`config.mk`:
```
export PLATFORM = sky130hd
export DESIGN_NAME = bankers_resource_allocator_core_flat
export DESIGN_NICKNAME = d
export VERILOG_FILES = /design/src/sv/bra_pkg.sv /design/src/sv/bra_if.sv /design/src/sv/bankers_resource_allocator_core.sv /design/src/flat_wrapper.sv
export SDC_FILE = /design/constraint.sdc
export NUM_CORES = 1
export LEC_CHECK = 0
export BUFFER_PORTS_ARGS = -buffer_cell sky130_fd_sc_hd__buf_2
export CAP_MARGIN = 0
export CELL_PAD_IN_SITES_DETAIL_PLACEMENT = 1
export CELL_PAD_IN_SITES_GLOBAL_PLACEMENT = 1
export CORE_ASPECT_RATIO = 1.75
export CORE_MARGIN = 1
export CORE_UTILIZATION = 50
export DETAILED_ROUTE_END_ITERATION = 16
export MAX_ROUTING_LAYER = met4
export PLACE_DENSITY = 0.81
export SKIP_CTS_REPAIR_TIMING = 1
export SYNTH_ARGS = -nofsm -noshare
export SYNTH_HDL_FRONTEND = slang
export SYNTH_SLANG_ARGS = --single-unit
```
`constraint.sdc`:
```
create_clock -name clk -period 9.6 [get_ports clk]
set_clock_uncertainty 0.15 [all_clocks]
set_input_delay 2.88 -clock clk [delete_from_list [all_inputs] [get_ports clk]]
set_output_delay 2.88 -clock clk [all_outputs]
set_load 0.005 [all_outputs]
```
`src/sv/bra_pkg.sv`:
```
// bra_pkg: codes, field widths and state type of the banker's allocator
// depends on nothing; every other file of the allocator imports it
`timescale 1ns / 1ps
`default_nettype none

package bra_pkg;

	// fixed widths of the item fields
	localparam int MODE_W     = 3;
	localparam int PROC_W     = 3;
	localparam int AMOUNT_W   = 8;
	localparam int REASON_W   = 3;
	localparam int MAX_LANES  = 4;

	// configuration register widths and apb port
	localparam int PROCS_CFG_W = 4;
	localparam int RES_CFG_W   = 3;
	localparam int APB_AW      = 3;
	localparam int APB_DW      = 32;

	// register index, taken from paddr[2]
	localparam logic REG_PROCS     = 1'b0;
	localparam logic REG_RESOURCES = 1'b1;

	// operation codes of the mode field
	localparam logic [MODE_W-1:0] MODE_LOAD_AVAIL = 3'd0;
	localparam logic [MODE_W-1:0] MODE_LOAD_MAX   = 3'd1;
	localparam logic [MODE_W-1:0] MODE_LOAD_HELD  = 3'd2;
	localparam logic [MODE_W-1:0] MODE_CHECK      = 3'd3;
	localparam logic [MODE_W-1:0] MODE_REQUEST    = 3'd4;
	localparam logic [MODE_W-1:0] MODE_RELEASE    = 3'd5;

	// result reason codes
	localparam logic [REASON_W-1:0] RSN_OK         = 3'd0;
	localparam logic [REASON_W-1:0] RSN_OVER_NEED  = 3'd1;
	localparam logic [REASON_W-1:0] RSN_OVER_AVAIL = 3'd2;
	localparam logic [REASON_W-1:0] RSN_UNSAFE     = 3'd3;
	localparam logic [REASON_W-1:0] RSN_OVER_HELD  = 3'd4;

	// sequencer states
	typedef enum logic [2:0] {
		ST_IDLE,
		ST_FETCH,
		ST_EXEC,
		ST_CHK_INIT,
		ST_CHK_ROW,
		ST_DONE
	} state_t;

endpackage

`default_nettype wire

```
`src/sv/bra_if.sv`:
```
// bra_req_if and bra_rsp_if: valid/ready channels of the allocator
// depends on bra_pkg for the field widths
`timescale 1ns / 1ps
`default_nettype none

interface bra_req_if;
	import bra_pkg::*;

	logic                valid;
	logic                ready;
	logic [MODE_W-1:0]   mode;
	logic [PROC_W-1:0]   process;
	logic [AMOUNT_W-1:0] amount_0;
	logic [AMOUNT_W-1:0] amount_1;
	logic [AMOUNT_W-1:0] amount_2;
	logic [AMOUNT_W-1:0] amount_3;

	modport source (output valid, mode, process, amount_0, amount_1, amount_2, amount_3,
		input ready);
	modport sink (input valid, mode, process, amount_0, amount_1, amount_2, amount_3,
		output ready);
endinterface

interface bra_rsp_if;
	import bra_pkg::*;

	logic                valid;
	logic                ready;
	logic                granted;
	logic [REASON_W-1:0] reason;

	modport source (output valid, granted, reason, input ready);
	modport sink (input valid, granted, reason, output ready);
endinterface

`default_nettype wire

```
`src/sv/bankers_resource_allocator_core.sv`:
```
// bankers_resource_allocator_core: banker's algorithm deadlock-avoidance allocator
// depends on bra_pkg and the channel interfaces in bra_if.sv
//
// One item is taken at a time; ready is low from acceptance until the result has been
// handed to the output register. Loads, releases and requests that fail a lane test go
// from fetch to execute to done. A safety check, and a request that passes its lane
// tests, runs a single row-compare unit that steps through one process row per cycle
// after an init state. It reads the maximum-claim and allocation memories at one row a
// cycle. The rows visited number about P*passes, at most P*P with P the number of processes
// in use. The output register lets the next item be accepted while a result still waits.
// Row memories carry per-row valid bits, so no clearing pass follows reset.
`timescale 1ns / 1ps
`default_nettype none

module bankers_resource_allocator_core #(
	parameter int PROCESSES      = 8,
	parameter int RESOURCE_TYPES = 4,
	parameter int COUNT_BITS     = 8
) (
	input  wire logic                        clk,
	input  wire logic                        arst_n,
	bra_req_if.sink                          req,
	bra_rsp_if.source                        rsp,
	input  wire logic                        psel,
	input  wire logic                        penable,
	input  wire logic                        pwrite,
	input  wire logic [bra_pkg::APB_AW-1:0]  paddr,
	input  wire logic [bra_pkg::APB_DW-1:0]  pwdata,
	output logic      [bra_pkg::APB_DW-1:0]  prdata,
	output logic                             pready
);
	import bra_pkg::*;

	localparam int PW  = $clog2(PROCESSES);
	localparam int NPW = $clog2(PROCESSES + 1);
	localparam int RT  = RESOURCE_TYPES;
	localparam int CB  = COUNT_BITS;
	localparam int WW  = COUNT_BITS + 4;

	typedef logic [RT-1:0][CB-1:0] row_t;

	// configuration
	logic [PROCS_CFG_W-1:0] procs_q;
	logic [RES_CFG_W-1:0]   res_q;
	logic                   apb_wr;

	// sequencer
	state_t state_q, state_d;

	// item captured at acceptance
	logic [MODE_W-1:0] mode_q;
	logic [PROC_W-1:0] proc_q;
	row_t              amt_q;
	row_t              amt_in;

	// allocator state
	row_t                  avail_q;
	row_t                  sv_avail_q;
	row_t                  sv_held_q;
	logic [RT-1:0][WW-1:0] work_q;
	logic [PROCESSES-1:0]  done_q;
	logic [PW-1:0]         row_q;
	logic [NPW-1:0]        fin_q;
	logic                  prog_q;

	// row memories
	row_t                 max_mem [PROCESSES];
	row_t                 held_mem [PROCESSES];
	logic [PROCESSES-1:0] max_vld_q;
	logic [PROCESSES-1:0] held_vld_q;
	row_t                 max_rd_q;
	row_t                 held_rd_q;
	logic                 max_rd_vld_q;
	logic                 held_rd_vld_q;
	row_t                 max_row;
	row_t                 held_row;
	logic [PW-1:0]        rd_addr;

	// write ports
	logic mw_en;
	row_t mw_data;
	logic hw_en;
	logic hw_all;
	row_t hw_data;

	// decode and compare results
	logic [PW-1:0]  p_addr;
	logic           p_ok;
	logic [RT-1:0]  lane_en;
	logic [NPW-1:0] np_eff;
	logic [NPW-1:0] fin_nx;
	logic           over_need;
	logic           over_avail;
	logic           over_held;
	logic           req_pass;
	logic           fits;
	logic           take;
	logic           row_last;
	logic           chk_safe;
	logic           chk_fail;
	logic           chk_end;
	logic           out_free;

	// result registers
	logic                res_granted_q;
	logic [REASON_W-1:0] res_reason_q;
	logic                rsp_vld_q;
	logic                rsp_granted_q;
	logic [REASON_W-1:0] rsp_reason_q;

	// configuration port
	assign apb_wr = psel && penable && pwrite;
	assign pready = 1'b1;

	always_comb begin
		unique case (paddr[2])
			REG_PROCS:     prdata = APB_DW'(procs_q);
			REG_RESOURCES: prdata = APB_DW'(res_q);
			default:       prdata = '0;
		endcase
	end

	always_ff @(posedge clk or negedge arst_n) begin
		if (!arst_n) begin
			procs_q <= PROCS_CFG_W'(8);
			res_q   <= RES_CFG_W'(4);
		end else if (apb_wr) begin
			unique case (paddr[2])
				REG_PROCS:     procs_q <= pwdata[PROCS_CFG_W-1:0];
				REG_RESOURCES: res_q   <= pwdata[RES_CFG_W-1:0];
				default:       ;
			endcase
		end
	end

	// lanes and processes in use, clamped
	always_comb begin
		for (int r = 0; r < RT; r++) begin
			lane_en[r] = (r == 0) || (32'(r) < 32'(res_q));
		end
		if (procs_q == '0) begin
			np_eff = NPW'(1);
		end else if (32'(procs_q) > 32'(PROCESSES)) begin
			np_eff = NPW'(PROCESSES);
		end else begin
			np_eff = NPW'(procs_q);
		end
	end

	// input amounts, low COUNT_BITS bits
	always_comb begin
		logic [MAX_LANES-1:0][AMOUNT_W-1:0] raw;
		raw = {req.amount_3, req.amount_2, req.amount_1, req.amount_0};
		for (int r = 0; r < RT; r++) begin
			amt_in[r] = CB'(raw[r]);
		end
	end

	assign p_addr = PW'(proc_q);
	assign p_ok   = 32'(proc_q) < 32'(PROCESSES);

	// rows never written read as zero
	assign max_row  = max_rd_vld_q ? max_rd_q : '0;
	assign held_row = held_rd_vld_q ? held_rd_q : '0;

	// lane tests of request and release
	always_comb begin
		over_need  = 1'b0;
		over_avail = 1'b0;
		over_held  = 1'b0;
		for (int r = 0; r < RT; r++) begin
			if (lane_en[r]) begin
				if (({1'b0, amt_q[r]} + {1'b0, held_row[r]}) > {1'b0, max_row[r]}) begin
					over_need = 1'b1;
				end
				if (amt_q[r] > avail_q[r]) over_avail = 1'b1;
				if (amt_q[r] > held_row[r]) over_held = 1'b1;
			end
		end
	end

	assign req_pass = p_ok && !over_need && !over_avail;

	// shared row-compare unit: need of the current row against work
	always_comb begin
		fits = 1'b1;
		for (int r = 0; r < RT; r++) begin
			if (lane_en[r] && ((WW+1)'(max_row[r]) >
				((WW+1)'(held_row[r]) + (WW+1)'(work_q[r])))) begin
				fits = 1'b0;
			end
		end
	end

	assign take     = fits && !done_q[row_q];
	assign fin_nx   = fin_q + NPW'(take);
	assign row_last = NPW'(row_q) == (np_eff - NPW'(1));
	assign chk_safe = fin_nx == np_eff;
	assign chk_fail = !chk_safe && row_last && !(prog_q || take);
	assign chk_end  = chk_safe || chk_fail;
	assign out_free = !rsp_vld_q || rsp.ready;

	// memory read address
	always_comb begin
		unique case (state_q)
			ST_CHK_INIT: rd_addr = '0;
			ST_CHK_ROW:  rd_addr = row_last ? '0 : row_q + PW'(1);
			default:     rd_addr = p_addr;
		endcase
	end

	// memory write requests
	always_comb begin
		mw_en   = 1'b0;
		hw_en   = 1'b0;
		hw_all  = 1'b0;
		mw_data = '0;
		hw_data = '0;
		for (int r = 0; r < RT; r++) begin
			if (lane_en[r]) mw_data[r] = amt_q[r];
		end
		if (state_q == ST_EXEC && p_ok) begin
			case (mode_q)
				MODE_LOAD_MAX: mw_en = 1'b1;
				MODE_LOAD_HELD: begin
					hw_en = 1'b1;
					hw_data = mw_data;
				end
				MODE_REQUEST: begin
					hw_en = !over_need && !over_avail;
					for (int r = 0; r < RT; r++) begin
						if (lane_en[r]) hw_data[r] = held_row[r] + amt_q[r];
					end
				end
				MODE_RELEASE: begin
					hw_en = !over_held;
					for (int r = 0; r < RT; r++) begin
						if (lane_en[r]) hw_data[r] = held_row[r] - amt_q[r];
					end
				end
				default: ;
			endcase
		end else if (state_q == ST_CHK_ROW && chk_fail && mode_q == MODE_REQUEST) begin
			// roll back the allocation row of a refused request
			hw_en   = 1'b1;
			hw_all  = 1'b1;
			hw_data = sv_held_q;
		end
	end

	// row memories: one write and one read address per cycle
	always_ff @(posedge clk) begin
		if (mw_en) begin
			for (int r = 0; r < RT; r++) begin
				if (lane_en[r] || !max_vld_q[p_addr]) max_mem[p_addr][r] <= mw_data[r];
			end
		end
		if (hw_en) begin
			for (int r = 0; r < RT; r++) begin
				if (hw_all || lane_en[r] || !held_vld_q[p_addr]) begin
					held_mem[p_addr][r] <= hw_data[r];
				end
			end
		end
		max_rd_q      <= max_mem[rd_addr];
		held_rd_q     <= held_mem[rd_addr];
		max_rd_vld_q  <= max_vld_q[rd_addr];
		held_rd_vld_q <= held_vld_q[rd_addr];
	end

	// row valid bits
	always_ff @(posedge clk or negedge arst_n) begin
		if (!arst_n) begin
			max_vld_q  <= '0;
			held_vld_q <= '0;
		end else begin
			if (mw_en) max_vld_q[p_addr] <= 1'b1;
			if (hw_en) held_vld_q[p_addr] <= 1'b1;
		end
	end

	// sequencer state register
	always_ff @(posedge clk or negedge arst_n) begin
		if (!arst_n) state_q <= ST_IDLE;
		else state_q <= state_d;
	end

	// next state and ready
	always_comb begin
		state_d   = state_q;
		req.ready = 1'b0;
		unique case (state_q)
			ST_IDLE: begin
				req.ready = 1'b1;
				if (req.valid) state_d = ST_FETCH;
			end
			ST_FETCH: state_d = ST_EXEC;
			ST_EXEC: begin
				if (mode_q == MODE_CHECK || (mode_q == MODE_REQUEST && req_pass)) begin
					state_d = ST_CHK_INIT;
				end else begin
					state_d = ST_DONE;
				end
			end
			ST_CHK_INIT: state_d = ST_CHK_ROW;
			ST_CHK_ROW: if (chk_end) state_d = ST_DONE;
			ST_DONE: if (out_free) state_d = ST_IDLE;
			default: state_d = ST_IDLE;
		endcase
	end

	// available, work vector, finish flags and pass control
	always_ff @(posedge clk or negedge arst_n) begin
		if (!arst_n) begin
			avail_q   <= '0;
			work_q    <= '0;
			done_q    <= '0;
			row_q     <= '0;
			fin_q     <= '0;
			prog_q    <= 1'b0;
			rsp_vld_q <= 1'b0;
		end else begin
			unique case (state_q)
				ST_EXEC: begin
					for (int r = 0; r < RT; r++) begin
						if (lane_en[r]) begin
							logic [CB:0] sum;
							sum = {1'b0, avail_q[r]} + {1'b0, amt_q[r]};
							if (mode_q == MODE_LOAD_AVAIL) begin
								avail_q[r] <= amt_q[r];
							end else if (mode_q == MODE_REQUEST && req_pass) begin
								avail_q[r] <= avail_q[r] - amt_q[r];
							end else if (mode_q == MODE_RELEASE && p_ok && !over_held) begin
								avail_q[r] <= sum[CB] ? '1 : sum[CB-1:0];
							end
						end
					end
				end
				ST_CHK_INIT: begin
					for (int r = 0; r < RT; r++) begin
						work_q[r] <= WW'(avail_q[r]);
					end
					done_q <= '0;
					row_q  <= '0;
					fin_q  <= '0;
					prog_q <= 1'b0;
				end
				ST_CHK_ROW: begin
					if (take) begin
						for (int r = 0; r < RT; r++) begin
							if (lane_en[r]) begin
								logic [WW:0] wsum;
								wsum = {1'b0, work_q[r]} + (WW+1)'(held_row[r]);
								work_q[r] <= wsum[WW] ? '1 : wsum[WW-1:0];
							end
						end
						done_q[row_q] <= 1'b1;
					end
					fin_q <= fin_nx;
					if (row_last) begin
						row_q  <= '0;
						prog_q <= 1'b0;
					end else begin
						row_q  <= row_q + PW'(1);
						prog_q <= prog_q || take;
					end
					if (chk_fail && mode_q == MODE_REQUEST) avail_q <= sv_avail_q;
				end
				default: ;
			endcase
			// output register
			if (state_q == ST_DONE && out_free) rsp_vld_q <= 1'b1;
			else if (rsp.ready) rsp_vld_q <= 1'b0;
		end
	end

	// item capture, rollback copies and result
	always_ff @(posedge clk) begin
		if (state_q == ST_IDLE && req.valid) begin
			mode_q <= req.mode;
			proc_q <= req.process;
			amt_q  <= amt_in;
		end
		if (state_q == ST_EXEC) begin
			case (mode_q)
				MODE_LOAD_AVAIL: begin
					res_granted_q <= 1'b1;
					res_reason_q  <= RSN_OK;
				end
				MODE_LOAD_MAX, MODE_LOAD_HELD: begin
					res_granted_q <= p_ok;
					res_reason_q  <= RSN_OK;
				end
				MODE_REQUEST: begin
					res_granted_q <= 1'b0;
					if (p_ok && over_need) begin
						res_reason_q <= RSN_OVER_NEED;
					end else if (p_ok && over_avail) begin
						res_reason_q <= RSN_OVER_AVAIL;
					end else begin
						res_reason_q <= RSN_OK;
					end
					sv_avail_q <= avail_q;
					sv_held_q  <= held_row;
				end
				MODE_RELEASE: begin
					if (p_ok && over_held) begin
						res_granted_q <= 1'b0;
						res_reason_q  <= RSN_OVER_HELD;
					end else begin
						res_granted_q <= p_ok;
						res_reason_q  <= RSN_OK;
					end
				end
				default: begin
					res_granted_q <= 1'b0;
					res_reason_q  <= RSN_OK;
				end
			endcase
		end
		if (state_q == ST_CHK_ROW && chk_end) begin
			res_granted_q <= chk_safe;
			res_reason_q  <= chk_safe ? RSN_OK : RSN_UNSAFE;
		end
		if (state_q == ST_DONE && out_free) begin
			rsp_granted_q <= res_granted_q;
			rsp_reason_q  <= res_reason_q;
		end
	end

	assign rsp.valid   = rsp_vld_q;
	assign rsp.granted = rsp_granted_q;
	assign rsp.reason  = rsp_reason_q;

endmodule

`default_nettype wire

```
`src/flat_wrapper.sv`:
```
// flat-port wrapper written by rule: the top's interface ports become plain ports
module bankers_resource_allocator_core_flat import bra_pkg::*;
#(
	parameter int PROCESSES      = 8,
	parameter int RESOURCE_TYPES = 4,
	parameter int COUNT_BITS     = 8
)
  (clk, arst_n, psel, penable, pwrite, paddr, pwdata, prdata, pready, req_valid, req_mode, req_process, req_amount_0, req_amount_1, req_amount_2, req_amount_3, req_ready, rsp_valid, rsp_granted, rsp_reason, rsp_ready);
  bra_req_if req_i ();
  bra_rsp_if rsp_i ();
  input  wire logic clk;
  input  wire logic arst_n;
  input  wire logic psel;
  input  wire logic penable;
  input  wire logic pwrite;
  input  wire logic [bra_pkg::APB_AW-1:0] paddr;
  input  wire logic [bra_pkg::APB_DW-1:0] pwdata;
  output logic      [bra_pkg::APB_DW-1:0] prdata;
  output logic pready;
  input wire logic [$bits(req_i.valid)-1:0] req_valid;
  input wire logic [$bits(req_i.mode)-1:0] req_mode;
  input wire logic [$bits(req_i.process)-1:0] req_process;
  input wire logic [$bits(req_i.amount_0)-1:0] req_amount_0;
  input wire logic [$bits(req_i.amount_1)-1:0] req_amount_1;
  input wire logic [$bits(req_i.amount_2)-1:0] req_amount_2;
  input wire logic [$bits(req_i.amount_3)-1:0] req_amount_3;
  output wire logic [$bits(req_i.ready)-1:0] req_ready;
  output wire logic [$bits(rsp_i.valid)-1:0] rsp_valid;
  output wire logic [$bits(rsp_i.granted)-1:0] rsp_granted;
  output wire logic [$bits(rsp_i.reason)-1:0] rsp_reason;
  input wire logic [$bits(rsp_i.ready)-1:0] rsp_ready;
  assign req_i.valid = req_valid;
  assign req_i.mode = req_mode;
  assign req_i.process = req_process;
  assign req_i.amount_0 = req_amount_0;
  assign req_i.amount_1 = req_amount_1;
  assign req_i.amount_2 = req_amount_2;
  assign req_i.amount_3 = req_amount_3;
  assign req_ready = req_i.ready;
  assign rsp_valid = rsp_i.valid;
  assign rsp_granted = rsp_i.granted;
  assign rsp_reason = rsp_i.reason;
  assign rsp_i.ready = rsp_ready;
  bankers_resource_allocator_core #(.PROCESSES(PROCESSES), .RESOURCE_TYPES(RESOURCE_TYPES), .COUNT_BITS(COUNT_BITS)) u_core (.clk(clk), .arst_n(arst_n), .req(req_i), .rsp(rsp_i), .psel(psel), .penable(penable), .pwrite(pwrite), .paddr(paddr), .pwdata(pwdata), .prdata(prdata), .pready(pready));
endmodule
```
==> flow_summary.ini <==
[drt]
antenna_violating_nets_post_route = 0
detailroute.via_count = 32300
vias_per_cell = 6.20
drt-pass1-iter-count = 5
drt_first_iter_violations = 2180
detail_route.drc_violations = 0
detail_route.wl_per_cell_um = 25.2
drt-total-wl_um = 132000

[floorplanning]
start_util = 0.504
die_h_um = 388
top_level_ports = 119
floorplan.die_area_um2 = 86300
core-area_um2 = 84300
floorplan.die.width_um = 222
fp-row-count = 141

[sta]
worst_pin_slew_ps = 1280
setup_total_negative_slack_ps = 0
unrepaired_setup_endpoints_after_global_routing = false
final_hold_viol_count = 0
max_frequency_mhz = 118
relative_max_transition_margin = 0.137
finalSetupViolations = 0
final_period_minus_worst_setup_slack_ps = 8480
slew_viol_final = 0
post-route-period-util = 0.883

[setup_path]
critical_path.top_delay_family = simple AND/OR/NAND/NOR gates
timing.reg2reg.worst_path_depth = 28
crit_path_end_kind = flop
cp-start-kind = flop
r2r_setup_slack_ps = 1120
critical-path-slowest-cell = dfxtp_2
worst-path-buf-inv = 2
r2r-end = u_core.held_mem[0][17]$_DFFE_PP_
timing.critical_path.arrival_ps = 8610
critical-path-top-cell-by-count = ha_1
crit_path_max_incr_delay_ps = 500
critPathMaxFanout = 32
setup.worst_path.class = flop to flop
crit-reg2reg-launch = u_core.held_rd_vld_q$_DFF_P_
worst-endpoint-required_ps = 9730

[clock_network]
tritoncts = built
cts_made_buffers = 76
number_of_h_tree_levels = 3
path_clk_slew_ps = 60
tritoncts_num_sinks = 811
cts_root_buffer = clkbuf_16
max-clock-path-buffers = 3
insertion_delay_ps = 670

[yosys]
synth_common_cells = 820 x nand2_1, 622 x edfxtp_1, 373 x nand3_1
synth_top_area_cell = edfxtp_1
synthesis.instances = 4111
yosys.area.top_type_share = 0.439
yosys.cell_types.count = 110
syn-mean-instance-area_um2 = 10.3
synthTopCellsByArea = edfxtp_1 44%, nand2_1 7.2%, dfrtp_1 7.1%, ha_1 6.1%, nand3_1 4.4%
yosys_warnings = 0
post_synth_design_cell_area_um2 = 42500
synthArstFlopShare = 0.152
seq_area_frac_synth = 0.543
synth.ff_latch_count = 811
number_of_synthesized_flops_with_an_enable_pin = 622
main_synth_ff_type = edfxtp_1
most_frequent_cell_after_synthesis = nand2_1

[power]
comb_power_share = 0.467
vdd_drop_max_mv = 0.352
seq_power_share = 0.326
internal_power_uw = 8500
design_power_total_uw = 15000
power_leakage_uw = 0.0182
power_density_nw_per_um2 = 324
switchingPower_uw = 6460
netSwitchingFraction = 0.432
power_frac_clock = 0.207

[global_route]
gr-total-overflow = 0
grt.total_usage = 0.315
grt_pass1_vias = 34100
antenna_violations_before_repair = 2
first_pass_grt_wire_length_um = 201000
maximum_number_of_pins_on_one_net_before_global_route_repair = 183

[min_path]
min-delay-start = u_core.res_reason_q[0]$_DFFE_PP_
worstHoldEndpoint = u_core.rsp.reason[0]$_DFFE_PP_
hold_path_depth = 0
worstHoldPathType = flop to flop

[flow_run]
cap_violations = 0

[placed_design]
gp_congestion = 0.927
placed_cell_area_um2 = 43600
place_hpwl_um = 91700
port-buffer-count = 59

[run_status]
status = finished, final reports clean

[finish]
drive_above_1_share = 0.0841
design_area_um2 = 46100
syn2layout_area_growth_pct = 8.43
fin_util = 0.547
final_nets = 4380
[power groups by stage]
| stage | clock network (uW) | registers, uW | logic [uW] |
|---|---|---|---|
| 2_1_floorplan | 0 | 4600 | 5020 |
| 3_3_place_gp | 0 | 4900 | 6590 |
| 3_5_place_dp | 0 | 4910 | 6850 |
| 4_1_cts | 3120 | 4850 | 6970 |
| 5_1_grt | 3220 | 4920 | 7650 |
| 6_report | 3090 | 4870 | 6990 |
[worst register-to-register path, delay by kind of cell (launching register included)]
kind	cells	cell delay [ps]
adder cells (fa/ha/maj)	5	1600
XOR/XNOR	2	560
AO/OA/AOI/OAI	9	2140
buffers and inverters	2	550
flip-flops	1	500
AND/OR/NAND/NOR	10	2590
[metrics by stage]
stage | hold WS (ps) | cells | setup WS, ps
finish | 295 | 5210 | 1120
global route | 314 | 5210 | 738
CTS | 301 | 5209 | 1150
detailed placement | 256 | 5069 | 1190
global placement | 283 | 5069 | 1310
floorplan | 250 | 4138 | 2690
[layout make-up]
cell class / count / area (um2)
Multi-Input combinational cell: 2906 / 17800
Inverter: 170 / 638
Clock inverter: 42 / 413
Tap cell: 1072 / 1340
Clock buffer: 98 / 2080
Fill cell: 9162 / 38200
Sequential cell: 811 / 23100
Timing Repair Buffer: 110 / 709
Antenna cell: 1 / 2.50
[worst max path at each step]
stage	startpoint	slack [ps]	cells after the start	to
final	u_core.held_rd_vld_q$_DFF_P_	1120	28	u_core.held_mem[0][17]$_DFFE_PP_
after global placement	u_core.held_rd_vld_q$_DFF_P_	1310	27	u_core.held_mem[3][24]$_DFFE_PP_
after detailed placement	u_core.held_rd_vld_q$_DFF_P_	1190	28	u_core.held_mem[1][28]$_DFFE_PP_
after floorplan	u_core.held_rd_vld_q$_DFF_P_	2690	33	u_core.avail_q[18]$_DFFE_PN0P_
after CTS	u_core.held_rd_vld_q$_DFF_P_	1150	28	u_core.held_mem[6][28]$_DFFE_PP_
after global routing	u_core.held_rd_vld_q$_DFF_P_	740	28	u_core.held_mem[3][19]$_DFFE_PP_
[logic make-up after synthesis]
group           after synthesis  share of synthesized area
mux                          66                     0.0182
buf+inv                     421                     0.0416
compound gates              774                      0.120
other cells                   2                   0.000177
fa+ha+maj                   246                     0.0744
flops                       811                      0.543
simple gates               1676                      0.179
xor+xnor                    115                     0.0237
[registers in the layout (all words and copies together) (netlist names), 4 cells and up]
| signal | flops |
|---|---|
| u_core.amt_q | 32 |
| u_core.avail_q | 32 |
| u_core.done_q | 8 |
| u_core.fin_q | 4 |
| u_core.held_mem | 256 |
| u_core.held_rd_q | 32 |
| u_core.held_vld_q | 8 |
| u_core.max_mem | 256 |
| u_core.max_rd_q | 32 |
| u_core.max_vld_q | 8 |
| u_core.procs_q | 4 |
| u_core.sv_avail_q | 32 |
| u_core.sv_held_q | 32 |
| u_core.work_q | 48 |
[routing by layer]
layer,GRT usage,part of all wire,wire length (um),vias up
li1,-,-,-,14600
met1,0.352,0.38,49600,16400
met2,0.543,0.51,67400,966
met3,0.0381,0.049,6410,355
met4,0.176,0.062,8140,0
met5,-,0,0,-
[layout by cell type (no fill, tap or decap), types with 24 or more instances in the layout]
cell type	count
o22ai_1	24
dfrtp_1	121
nor2_1	180
nor3_1	45
inv_1	164
ha_1	208
o21ai_0	224
nand3_1	373
buf_4	49
a21o_1	38
nand2b_1	39
edfxtp_1	622
buf_2	58
a21oi_1	153
mux2_2	27
and3_1	31
nand2_1	820
a22oi_1	29
o21bai_1	29
xnor2_1	86
mux2i_1	26
o211ai_1	26
xor2_1	29
dfxtp_1	65
nor2b_1	34
conb_1	29
clkbuf_16	77
and2_1	38
Note: power is estimated with default switching activity, not from simulation.
